==> src/hdl/sci_pkg.sv <==
package sci_pkg;

    // Fixed field widths
    localparam int OFF_W    = 32;
    localparam int BLK_W    = 24;
    localparam int PST_W    = 32;
    localparam int STRIDE_W = 25;
    localparam int REQ_W    = 3;

    localparam logic [BLK_W-1:0]    BLOCK_MAX  = {BLK_W{1'b1}};
    localparam logic [STRIDE_W-1:0] STRIDE_MAX = STRIDE_W'(1) << BLK_W;

    // Request codes
    localparam logic [REQ_W-1:0] REQ_CLEAR = 3'd0;
    localparam logic [REQ_W-1:0] REQ_BEGIN = 3'd1;
    localparam logic [REQ_W-1:0] REQ_EMIT  = 3'd2;
    localparam logic [REQ_W-1:0] REQ_END   = 3'd3;
    localparam logic [REQ_W-1:0] REQ_LOOK  = 3'd4;

    typedef enum logic [3:0] {
        S_IDLE,
        S_EXEC,
        S_APP_RD,
        S_APP_CMP,
        S_HALF_RD,
        S_HALF_WR,
        S_APP_WR,
        S_TRIM_RD,
        S_TRIM_CMP,
        S_LOOK_RD,
        S_LOOK_CMP,
        S_DONE
    } ctrl_state_t;

    typedef enum logic {
        RD_LAST,
        RD_IDX
    } rd_sel_t;

    typedef struct packed {
        logic    take;
        logic    clear_all;
        logic    clear_mark;
        logic    emit_mark;
        logic    bc_inc;
        logic    bc_rollback;
        logic    rd_en;
        rd_sel_t rd_sel;
        logic    wr_app;
        logic    wr_half;
        logic    idx_clr;
        logic    idx_step1;
        logic    idx_step2;
        logic    half_end;
        logic    cnt_dec;
        logic    hit;
        logic    res_clr;
        logic    out_load;
    } dp_cmd_t;

    typedef struct packed {
        logic [REQ_W-1:0] req;
        logic             new_mark;
        logic             app_cond;
        logic             count_zero;
        logic             count_full;
        logic             idx_lt_count;
        logic             rd_ge_bc;
        logic             rd_gt_bc;
        logic             rd_gt_query;
        logic             end_ok;
    } dp_stat_t;

endpackage

==> src/hdl/sci_ctrl.sv <==
module sci_ctrl (
    input  logic              clk,
    input  logic              rst_n,
    input  logic              in_valid,
    output logic              in_ready,
    output logic              out_valid,
    input  logic              out_ready,
    input  sci_pkg::dp_stat_t stat,
    output sci_pkg::dp_cmd_t  cmd
);
    import sci_pkg::*;

    ctrl_state_t state_reg;
    ctrl_state_t state_next;
    logic        out_valid_reg;
    logic        out_free;

    assign in_ready  = (state_reg == S_IDLE);
    assign out_valid = out_valid_reg;
    assign out_free  = !out_valid_reg || out_ready;

    // State register
    always_ff @(posedge clk or negedge rst_n)
    begin
        if (!rst_n)
        begin
            state_reg <= S_IDLE;
        end
        else
        begin
            state_reg <= state_next;
        end
    end

    // Hold the result beat until taken
    always_ff @(posedge clk or negedge rst_n)
    begin
        if (!rst_n)
        begin
            out_valid_reg <= 1'b0;
        end
        else if (cmd.out_load)
        begin
            out_valid_reg <= 1'b1;
        end
        else if (out_ready)
        begin
            out_valid_reg <= 1'b0;
        end
    end

    // Next state and datapath commands
    always_comb
    begin
        state_next = state_reg;
        cmd        = '0;
        cmd.rd_sel = RD_LAST;
        cmd.take   = in_valid && in_ready;
        case (state_reg)
            S_IDLE:
            begin
                if (in_valid)
                begin
                    state_next = S_EXEC;
                end
            end
            S_EXEC:
            begin
                cmd.res_clr = 1'b1;
                state_next  = S_DONE;
                case (stat.req)
                    REQ_CLEAR: cmd.clear_all  = 1'b1;
                    REQ_BEGIN: cmd.clear_mark = 1'b1;
                    REQ_EMIT:
                    begin
                        if (stat.new_mark)
                        begin
                            cmd.emit_mark = 1'b1;
                        end
                        if (stat.new_mark && stat.app_cond)
                        begin
                            state_next = stat.count_zero ? S_APP_WR : S_APP_RD;
                        end
                        else
                        begin
                            cmd.bc_inc = 1'b1;
                        end
                    end
                    REQ_END:
                    begin
                        if (stat.end_ok)
                        begin
                            cmd.bc_rollback = 1'b1;
                            state_next      = S_TRIM_RD;
                        end
                    end
                    REQ_LOOK:
                    begin
                        cmd.idx_clr = 1'b1;
                        state_next  = S_LOOK_RD;
                    end
                    default: ;
                endcase
            end
            // Fetch the newest entry
            S_APP_RD:
            begin
                cmd.rd_en  = 1'b1;
                cmd.rd_sel = RD_LAST;
                state_next = S_APP_CMP;
            end
            S_APP_CMP:
            begin
                if (stat.rd_ge_bc)
                begin
                    cmd.bc_inc = 1'b1;
                    state_next = S_DONE;
                end
                else if (stat.count_full)
                begin
                    cmd.idx_clr = 1'b1;
                    state_next  = S_HALF_RD;
                end
                else
                begin
                    state_next = S_APP_WR;
                end
            end
            // Thin the table: copy every other entry down
            S_HALF_RD:
            begin
                if (stat.idx_lt_count)
                begin
                    cmd.rd_en  = 1'b1;
                    cmd.rd_sel = RD_IDX;
                    state_next = S_HALF_WR;
                end
                else
                begin
                    cmd.half_end = 1'b1;
                    state_next   = S_APP_WR;
                end
            end
            S_HALF_WR:
            begin
                cmd.wr_half   = 1'b1;
                cmd.idx_step2 = 1'b1;
                state_next    = S_HALF_RD;
            end
            S_APP_WR:
            begin
                cmd.wr_app = 1'b1;
                cmd.bc_inc = 1'b1;
                state_next = S_DONE;
            end
            // Drop entries past the rolled-back count
            S_TRIM_RD:
            begin
                if (stat.count_zero)
                begin
                    state_next = S_DONE;
                end
                else
                begin
                    cmd.rd_en  = 1'b1;
                    cmd.rd_sel = RD_LAST;
                    state_next = S_TRIM_CMP;
                end
            end
            S_TRIM_CMP:
            begin
                if (stat.rd_gt_bc)
                begin
                    cmd.cnt_dec = 1'b1;
                    state_next  = S_TRIM_RD;
                end
                else
                begin
                    state_next = S_DONE;
                end
            end
            // Scan forward for the last entry at or before the query
            S_LOOK_RD:
            begin
                if (stat.idx_lt_count)
                begin
                    cmd.rd_en  = 1'b1;
                    cmd.rd_sel = RD_IDX;
                    state_next = S_LOOK_CMP;
                end
                else
                begin
                    state_next = S_DONE;
                end
            end
            S_LOOK_CMP:
            begin
                if (stat.rd_gt_query)
                begin
                    state_next = S_DONE;
                end
                else
                begin
                    cmd.hit       = 1'b1;
                    cmd.idx_step1 = 1'b1;
                    state_next    = S_LOOK_RD;
                end
            end
            S_DONE:
            begin
                if (out_free)
                begin
                    cmd.out_load = 1'b1;
                    state_next   = S_IDLE;
                end
            end
            default:
            begin
                state_next = S_IDLE;
            end
        endcase
    end

    a_accept_exec: assert property (@(posedge clk) disable iff (!rst_n)
        in_valid && in_ready |=> state_reg == S_EXEC)
        else $error("accepted beat not dispatched");

    a_load_free: assert property (@(posedge clk) disable iff (!rst_n)
        cmd.out_load |-> (state_reg == S_DONE) && (!out_valid_reg || out_ready))
        else $error("result loaded over a pending beat");

    a_single_write: assert property (@(posedge clk) disable iff (!rst_n)
        !(cmd.wr_app && cmd.wr_half))
        else $error("two table writes in one cycle");

endmodule

==> config.mk <==
export PLATFORM = sky130hd
export DESIGN_NAME = sci_ctrl
export DESIGN_NICKNAME = d
export VERILOG_FILES = /design/src/hdl/sci_pkg.sv /design/src/hdl/sci_ctrl.sv
export SDC_FILE = /design/constraint.sdc
export NUM_CORES = 1
export LEC_CHECK = 0
export BUFFER_PORTS_ARGS = -buffer_cell sky130_fd_sc_hd__buf_2
export CAP_MARGIN = 20
export CORE_MARGIN = 2
export CORE_UTILIZATION = 47
export DETAILED_ROUTE_END_ITERATION = 8
export PLACE_DENSITY = 0.88
export SLEW_MARGIN = 20
export SYNTH_ARGS = -nofsm -noshare
export SYNTH_HDL_FRONTEND = slang
export SYNTH_SLANG_ARGS = --single-unit
==> constraint.sdc <==
create_clock -name clk -period 3.7 [get_ports clk]
set_clock_uncertainty 0.1 [all_clocks]
set_input_delay 0.37 -clock clk [delete_from_list [all_inputs] [get_ports clk]]
set_output_delay 0.37 -clock clk [all_outputs]
set_load 0.05 [all_outputs]
==> results of run 1 <==
## critical path, stage by stage (launching register included)
cell,delay [ps]
dfrtp_1,640
nor2b_2,320
nand3_1,160
o32ai_1,240
buf_2,300
## cell usage after synthesis, types with 2 or more instances
cell type,count
a21oi_1,8
buf_4,6
nand2b_1,6
nor2_1,6
dfrtp_1,5
nand2_1,5
nor2b_1,5
o21ai_0,5
nand3_1,3
nor3_1,3
nor3b_1,3
and3_1,2
inv_1,2
nand3b_1,2
nor2_2,2
nor4_1,2
o22ai_1,2
o32ai_1,2
## repair_timing
item / CTS / global route
endpoints found under the hold margin: 5 / 0
endpoints found under the setup margin: 0 / 0
hold buffers: 1 / 0
## metal layers
layer | vias up | global-route usage [%]
met5 | - | 0
met4 | 0 | 7.50
met3 | 14 | 7.76
met2 | 63 | 33.8
met1 | 380 | 28.2
li1 | 405 | -
## cell families (layout without fill, tap and decap cells)
| group | Yosys count | count (layout) | share of synthesized area (%) |
|---|---|---|---|
| DFF | 5 | 5 | 18.1 |
| and+or+nand+nor | 48 | 48 | 42.6 |
| AOI/OAI and AO/OA | 27 | 27 | 26.8 |
| muxes | 1 | 1 | 1.45 |
| buffers and inverters | 12 | 43 | 11.0 |
## report_power, final
part | total [uW] | switching (uW) | internal [uW]
logic | 572 | 376 | 195
registers | 173 | 89.8 | 83.0
clock network | 67.8 | 26.8 | 41.1
## cell type report
type / count / area [um2]
Sequential cell: 5 / 125
Tap cell: 15 / 18.8
Clock buffer: 4 / 26.3
Fill cell: 127 / 478
Inverter: 3 / 11.3
Multi-Input combinational cell: 76 / 489
Timing Repair Buffer: 36 / 185
## final timing paths
| check | from | to | slack [ps] | cells past startpoint |
|---|---|---|---|---|
| max | state_reg[0] | cmd[13] | 1310 | 4 |
| min | in_valid | state_reg[0] | 350 | 2 |
| max reg2reg | state_reg[0] | state_reg[0] | 2020 | 4 |
| min reg2reg | out_valid | out_valid | 660 | 2 |
| max in group asynchronous | rst_n | state_reg[1] | 2950 | 2 |
| min in group asynchronous | rst_n | state_reg[0] | 410 | 2 |
## stage by stage
step                      cell area (um2)  utilization, %
after global placement                820            61.4
after detailed placement              820            61.4
after floorplan                       691               -
final                                 856            64.2
after CTS                             856            64.2
after global routing                  856            64.2
==> impl_metrics.env, run 1 <==
export IMPL_critPathKind="register to output pin"
export IMPL_mostFrequentLayoutCell="buf_2"
export IMPL_core_area_um2=1330
export IMPL_route_met3_wl_um=218
export IMPL_port_buffers=35
export IMPL_drc=0
export IMPL_ys_ff_latch=5
export IMPL_num_vias=862
export IMPL_outcome="finished clean"
export IMPL_clock_path_buffers=2
export IMPL_numCtsBuffers=3
export IMPL_end_kind="output pin"
export IMPL_dp_cells=134
export IMPL_cts_root_buffer_cell="clkbuf_4"
export IMPL_async_reset_ff_share_pct=100
export IMPL_synth_area_leader_cell="dfrtp_1"
export IMPL_ctsResizeCount=0
export IMPL_leakage_uw=0.000431
export IMPL_ys_seq_area_share_pct=18.1
export IMPL_synth_area_top_cells="dfrtp_1, buf_4, a21oi_1"
export IMPL_yosys_warnings=0
export IMPL_nets=141
export IMPL_layout_common_cells="buf_2, a21oi_1, nand2b_1, nor2_1"
export IMPL_crit_fanout=18
export IMPL_start_kind="register"
export IMPL_tritoncts="yes"
export IMPL_ir_drop_mv=0.539
export IMPL_timing_fmax_mhz=418
export IMPL_vias_per_cell=6.20
export IMPL_cp_arrival_ps=1920
export IMPL_ant_nets=0
export IMPL_antenna_found_initial=0
export IMPL_yosysTopAreaCellShare_pct=18.1
export IMPL_power_uw=812
export IMPL_antenna_cells=0
export IMPL_syn_inst=93
export IMPL_rsz0062_at_grt="no"
export IMPL_met1_length_um=765
export IMPL_cts_sinks=5
export IMPL_cts_clk_slew_worst_paths_ps=50
export IMPL_die_x_um=42.3
export IMPL_grt_start_max_net_pins=19
export IMPL_drtIter0Drc=43
export IMPL_finalWorstSetupSlack_ps=1310
export IMPL_synth_edf_count=0
export IMPL_drv_slew=0
export IMPL_fin_crit_ps=2390
export IMPL_htreeDepth=1
export IMPL_maxCapViolCount=0
export IMPL_dr_wl_met2_um=866
export IMPL_slew_headroom_pct=65.2
export IMPL_tightest_slew_ps=521
export IMPL_worstHoldPathType="primary input to register"
export IMPL_timing_final_crit_share_pct=64.6
export IMPL_die_area_um2=1790
export IMPL_dp_slack_ps=1610
export IMPL_post_cts_buffers=0
export IMPL_dr_pass1_iters=4
export IMPL_synth_ff_type="dfrtp_1"
export IMPL_netlist_cell_type_count=42
export IMPL_grt_usage_pct=22.0
export IMPL_die_h_um=42.3
export IMPL_worstSkewPairLatency_ps=250
export IMPL_io_pins=36
export IMPL_place_congestion=0.920
export IMPL_hold_ws_ps=348
export IMPL_cp_required_ps=3230
export IMPL_drive_gt1_share_pct=37.1
export IMPL_syn_area_um2=691
export IMPL_wl_um=1930
export IMPL_grt_pass1_wl_um=3060
export IMPL_dp_hpwl_um=1440
export IMPL_avgSynthCellArea_um2=7.43
export IMPL_hold_viol=0
export IMPL_wl_per_cell_um=13.9
export IMPL_syn_num_nets=109
export IMPL_start_util_pct=51.8
export IMPL_setup_tns_ps=0
export IMPL_top_layer_used="met4"
export IMPL_grt_ovfl_total=0
export IMPL_rows=13
export IMPL_largest_register_ffs=4
export IMPL_area_delta_synth_final_pct=23.9
export IMPL_final_cells=139
export IMPL_finalSetupViolations=0
export IMPL_powerDensity_nw_per_um2=949
export IMPL_grt_pass1_vias=686
(Power assumes the default switching activity.)
==> run 2: changes to the inputs <==
CORE_UTILIZATION = 44   (was 47)
PLACE_DENSITY = 0.83   (was 0.88)
clock period = 2.3 ns   (was 3.7 ns; I/O delays follow)
==> run 2 against run 1 <==
Sequential share of layout area decreased by 1.0 points. First-iteration DRC count decreased by 60%. Clock power increased by 59%. Sequential cell count unchanged. Critical endpoint unchanged.
==> impl_metrics.env, run 2 (same netlist as run 1, synthesis figures left out) <==
export IMPL_die_area_um2=1900
export IMPL_grt_pass1_wl_um=3130
export IMPL_r2r_slack_ps=730
export IMPL_grt_start_max_net_pins=18
export IMPL_finalSetupViolations=0
export IMPL_clock_path_buffers=2
export IMPL_drc=0
export IMPL_core_area_um2=1490
export IMPL_dr_wl_met2_um=984
export IMPL_hold_ws_ps=201
export IMPL_dp_hpwl_um=1560
export IMPL_hp_start="in_valid"
export IMPL_cp_arrival_ps=1810
export IMPL_maxCapViolCount=0
export IMPL_r2r_cells=4
export IMPL_numCtsBuffers=3
export IMPL_ant_nets=0
export IMPL_cts_root_buffer_cell="clkbuf_4"
export IMPL_met1_length_um=844
export IMPL_place_congestion=0.883
export IMPL_timing_fmax_mhz=468
export IMPL_grt_ovfl_total=0
export IMPL_critPathKind="register to output pin"
export IMPL_io_pins=36
export IMPL_area_delta_synth_final_pct=33.3
export IMPL_n_fill_cell=139
export IMPL_antenna_cells=0
export IMPL_top_layer_used="met4"
export IMPL_powerDensity_nw_per_um2=1490
export IMPL_post_cts_buffers=0
export IMPL_wl_per_cell_um=14.1
export IMPL_drtIter0Drc=17
export IMPL_worstSkewPairLatency_ps=250
export IMPL_cp_required_ps=1970
export IMPL_setup_tns_ps=0
export IMPL_num_vias=831
export IMPL_cts_sinks=5
export IMPL_timing_final_crit_share_pct=92.9
export IMPL_worstHoldPathType="primary input to register"
export IMPL_drv_slew=0
export IMPL_die_x_um=43.6
export IMPL_die_h_um=43.6
export IMPL_start_kind="register"
export IMPL_outcome="finished clean"
export IMPL_largest_register_ffs=4
export IMPL_rsz0062_at_grt="no"
export IMPL_mostFrequentLayoutCell="buf_2"
export IMPL_tightest_slew_ps=415
export IMPL_tritoncts="yes"
export IMPL_slew_headroom_pct=72.3
export IMPL_route_met3_wl_um=131
export IMPL_grt_usage_pct=21.9
export IMPL_r2r_end="state_reg[0]"
export IMPL_layout_common_cells="buf_2, a21oi_1, nand2b_1, nor2_1"
export IMPL_fin_crit_ps=2140
export IMPL_hold_viol=0
export IMPL_cts_clk_slew_worst_paths_ps=50
export IMPL_port_buffers=35
export IMPL_nets=143
export IMPL_ir_drop_mv=0.750
export IMPL_wl_um=2000
export IMPL_hold_depth=2
export IMPL_antenna_found_initial=0
export IMPL_dr_pass1_iters=4
export IMPL_rows=14
export IMPL_whs_endpoint="state_reg[0]"
export IMPL_power_uw=1370
export IMPL_drive_gt1_share_pct=44.4
export IMPL_reg2reg_from="state_reg[2]"
export IMPL_crit_fanout=15
export IMPL_leakage_uw=0.000449
export IMPL_end_kind="output pin"
export IMPL_vias_per_cell=5.85
export IMPL_ctsResizeCount=0
export IMPL_htreeDepth=1
export IMPL_postCtsHoldBufs=1
export IMPL_grt_pass1_vias=723
export IMPL_start_util_pct=46.4
[run 2: area by class of cell]
| type | instances | area (um2) | share of cell area [%] |
|---|---|---|---|
| flip-flops and latches | 5 | 125 | 13.6 |
| inverters | 3 | 11.3 | 1.22 |
| repair buffers | 38 | 200 | 21.7 |
| clock buffers | 4 | 26.3 | 2.85 |
| multi-input cells | 76 | 538 | 58.4 |
| well taps | 16 | 20.0 | 2.17 |
[run 2: how the worst max path moves through the flow]
stage	end	cells past startpoint	start	slack, ps
floorplan	cmd[0]	3	state_reg[2]	4
global placement	cmd[13]	4	state_reg[2]	530
detailed placement	cmd[13]	4	state_reg[2]	440
CTS	cmd[13]	4	state_reg[2]	190
global route	cmd[13]	4	state_reg[2]	50
finish	cmd[13]	4	state_reg[2]	160
[run 2: critical path, stage by stage, from the launching register on]
cell	delay [ps]
dfrtp_1	520
nor2_2	290
nand3_1	210
o32ai_2	230
buf_2	290
[run 2: where the power goes]
part,internal (uW),switching [uW]
clock network,66.0,42.1
logic,349,709
registers,135,68.6
[run 2: metrics by stage]
step	util, %	cell area [um2]	worst slack, ps	instances
6_report	61.8	921	162	142
5_1_grt	61.8	921	47.0	142
4_1_cts	61.8	921	186	142
3_5_place_dp	59.4	885	445	137
3_3_place_gp	59.4	885	528	137
2_1_floorplan	-	739	3.66	93
[run 2: metal layers]
metal	vias up	GRT usage (%)
li1	401	-
met1	386	26.3
met2	39	38.5
met3	5	1.25
met4	0	12.1
met5	-	0
==> run 3: changes to the inputs <==
ABC_AREA = 1   (was unset)
CORE_UTILIZATION = 42   (was 44)
==> run 3 against run 2 <==
Core utilization is 0.35 points higher. Critical path type unchanged. Sequential power is 8% lower. Sequential cell count stayed put.
==> impl_metrics.env, run 3 <==
export IMPL_outcome="finished clean"
export IMPL_num_vias=820
export IMPL_grt_ovfl_total=0
export IMPL_maxCapViolCount=0
export IMPL_drive_gt1_share_pct=31.8
export IMPL_hold_viol=0
export IMPL_cts_clk_slew_worst_paths_ps=50
export IMPL_crit_fanout=8
export IMPL_io_pins=36
export IMPL_wl_um=1720
export IMPL_synth_ff_type="dfrtp_1"
export IMPL_avgSynthCellArea_um2=5.45
export IMPL_worstHoldPathType="primary input to register"
export IMPL_area_delta_synth_final_pct=36.7
export IMPL_place_congestion=0.855
export IMPL_port_buffers=35
export IMPL_worstSkewPairLatency_ps=240
export IMPL_power_uw=1100
export IMPL_wl_per_cell_um=10.6
export IMPL_yosys_warnings=0
export IMPL_start_util_pct=45.5
export IMPL_drv_slew=0
export IMPL_nets=165
export IMPL_worstPathCellList="nor2_2 -> nand2_2 -> inv_1 -> nand3_1 -> nand2_1 -> buf_2"
export IMPL_mostFrequentLayoutCell="buf_2"
export IMPL_numCtsBuffers=3
export IMPL_start_kind="register"
export IMPL_drc=0
export IMPL_grt_usage_pct=20.4
export IMPL_dp_cells=158
export IMPL_critPathKind="register to output pin"
export IMPL_htreeDepth=1
export IMPL_dr_pass1_iters=4
export IMPL_yosysMostFrequentCell="nand2_1"
export IMPL_grt_pass1_wl_um=2900
export IMPL_final_cells=163
export IMPL_synth_area_leader_cell="dfrtp_1"
export IMPL_reg2reg_from="state_reg[0]"
export IMPL_synth_area_top_cells="dfrtp_1, nand2_1, inv_1"
export IMPL_leakage_uw=0.000533
export IMPL_netlist_cell_type_count=19
export IMPL_ys_seq_area_share_pct=20.9
export IMPL_antenna_cells=0
export IMPL_ir_drop_mv=0.721
export IMPL_r2r_slack_ps=860
export IMPL_crit_buf_inv=2
export IMPL_cpPeakStageDelay_ps=410
export IMPL_end_kind="output pin"
export IMPL_syn_inst=110
export IMPL_async_reset_ff_share_pct=100
export IMPL_finalSetupViolations=0
export IMPL_r2r_end="state_reg[2]"
export IMPL_cp_endpoint="cmd[13]"
export IMPL_syn_area_um2=599
export IMPL_layout_common_cells="buf_2, nand2_1, inv_1"
export IMPL_cp_required_ps=1970
export IMPL_synth_common_cells="nand2_1, inv_1, nor2_1, nand3_1, dfrtp_1"
export IMPL_slew_headroom_pct=83.1
export IMPL_startpoint="state_reg[2]"
export IMPL_tightest_slew_ps=255
export IMPL_r2r_cells=6
export IMPL_grt_pass1_vias=751
export IMPL_antenna_found_initial=0
export IMPL_rsz0062_at_grt="no"
export IMPL_ant_nets=0
export IMPL_crit_cells=6
export IMPL_cpLargestDelayFamily="simple AND/OR/NAND/NOR gates"
export IMPL_core_area_um2=1320
export IMPL_yosysTopAreaCellShare_pct=20.9
export IMPL_drtIter0Drc=23
export IMPL_die_area_um2=1750
export IMPL_dp_hpwl_um=1430
export IMPL_timing_final_crit_share_pct=82.6
export IMPL_cp_arrival_ps=1570
export IMPL_fin_crit_ps=1900
export IMPL_clock_path_buffers=2
export IMPL_n_fill_cell=130
export IMPL_grt_start_max_net_pins=9
export IMPL_cpMaxStageDelayCell="dfrtp_1"
export IMPL_syn_num_nets=126
export IMPL_rows=13
export IMPL_timing_fmax_mhz=526
export IMPL_die_h_um=41.8
export IMPL_tritoncts="yes"
export IMPL_largest_register_ffs=4
export IMPL_vias_per_cell=5.03
export IMPL_synth_edf_count=0
export IMPL_die_x_um=41.8
export IMPL_powerDensity_nw_per_um2=1340
export IMPL_ys_ff_latch=5
export IMPL_cts_sinks=5
export IMPL_cts_root_buffer_cell="clkbuf_4"
==> run 3: cell types whose count changed in the layout (fill, tap and decap cells not counted), sizes merged, moves of 4 or more <==
cell    change
a21oi       -7
inv        +19
nand2      +25
nand2b      -7
nand3       +5
nor2       +15
nor2b       -6
nor3b       -4
==> run 3: cells by family after synthesis <==
kind of cell	synth area share, %
flops	20.9
buf+inv	16.3
compound gates	11.1
simple gates	51.8
==> run 3: timing repair <==
action / CTS / global route
gates resized for setup: 0 / 0
endpoints found under the hold margin: 5 / 0
setup buffers: 0 / 0
hold buffers: 1 / 0
==> run 3: worst register-to-register path: stages, from the launching register on <==
cell	delay (ps)
dfrtp_1	440
nand2_1	190
inv_1	90
nand2_1	110
o22ai_1	80
nor3_1	180
o21ai_0	120
==> run 3: report_power, final <==
part           switching (uW)  total [uW]  internal, uW
clock                    38.8         105          65.8
sequential               54.8         187           132
combinational             600         806           206
total                     694        1100           404
==> run 3: worst min path at each step <==
stage / from / endpoint / slack, ps / cells past startpoint
after detailed placement: rst_n / out_valid / -50 / 1
after CTS: out_ready / out_valid / 80 / 2
after floorplan: rst_n / out_valid / -170 / 0
final: out_ready / out_valid / 80 / 2
after global placement: rst_n / out_valid / -60 / 1
after global routing: out_ready / out_valid / 110 / 2
==> run 3: final cells by class <==
| cell class | count | area, um2 | share of cell area [%] |
|---|---|---|---|
| Multi-Input combinational cell | 81 | 382 | 46.6 |
| Timing Repair Buffer | 36 | 185 | 22.6 |
| Sequential cell | 5 | 125 | 15.3 |
| Inverter | 22 | 82.6 | 10.1 |
| Clock buffer | 4 | 26.3 | 3.21 |
| Tap cell | 15 | 18.8 | 2.29 |
==> run 3: per-stage QoR <==
stage          setup TNS [ps]  hold slack, ps  util [%]  worst slack, ps  cell area [um2]
6_report                    0            80.6      62.2              399              820
3_5_place_dp                0           -53.8      59.4              673              783
2_1_floorplan            -462            -166         -             -231              604
5_1_grt                     0             105      62.2              270              820
3_3_place_gp                0           -55.7      59.4              694              783
4_1_cts                     0            81.8      62.2              413              820
==> run 3: metal layers <==
layer  track usage [%]  vias up  share of wire (%)
met5                 0        -                  0
met1              23.9      362                 41
li1                  -      422                  -
met4              9.68        0                2.0
met3              3.04        4                6.8
met2              35.9       32                 50
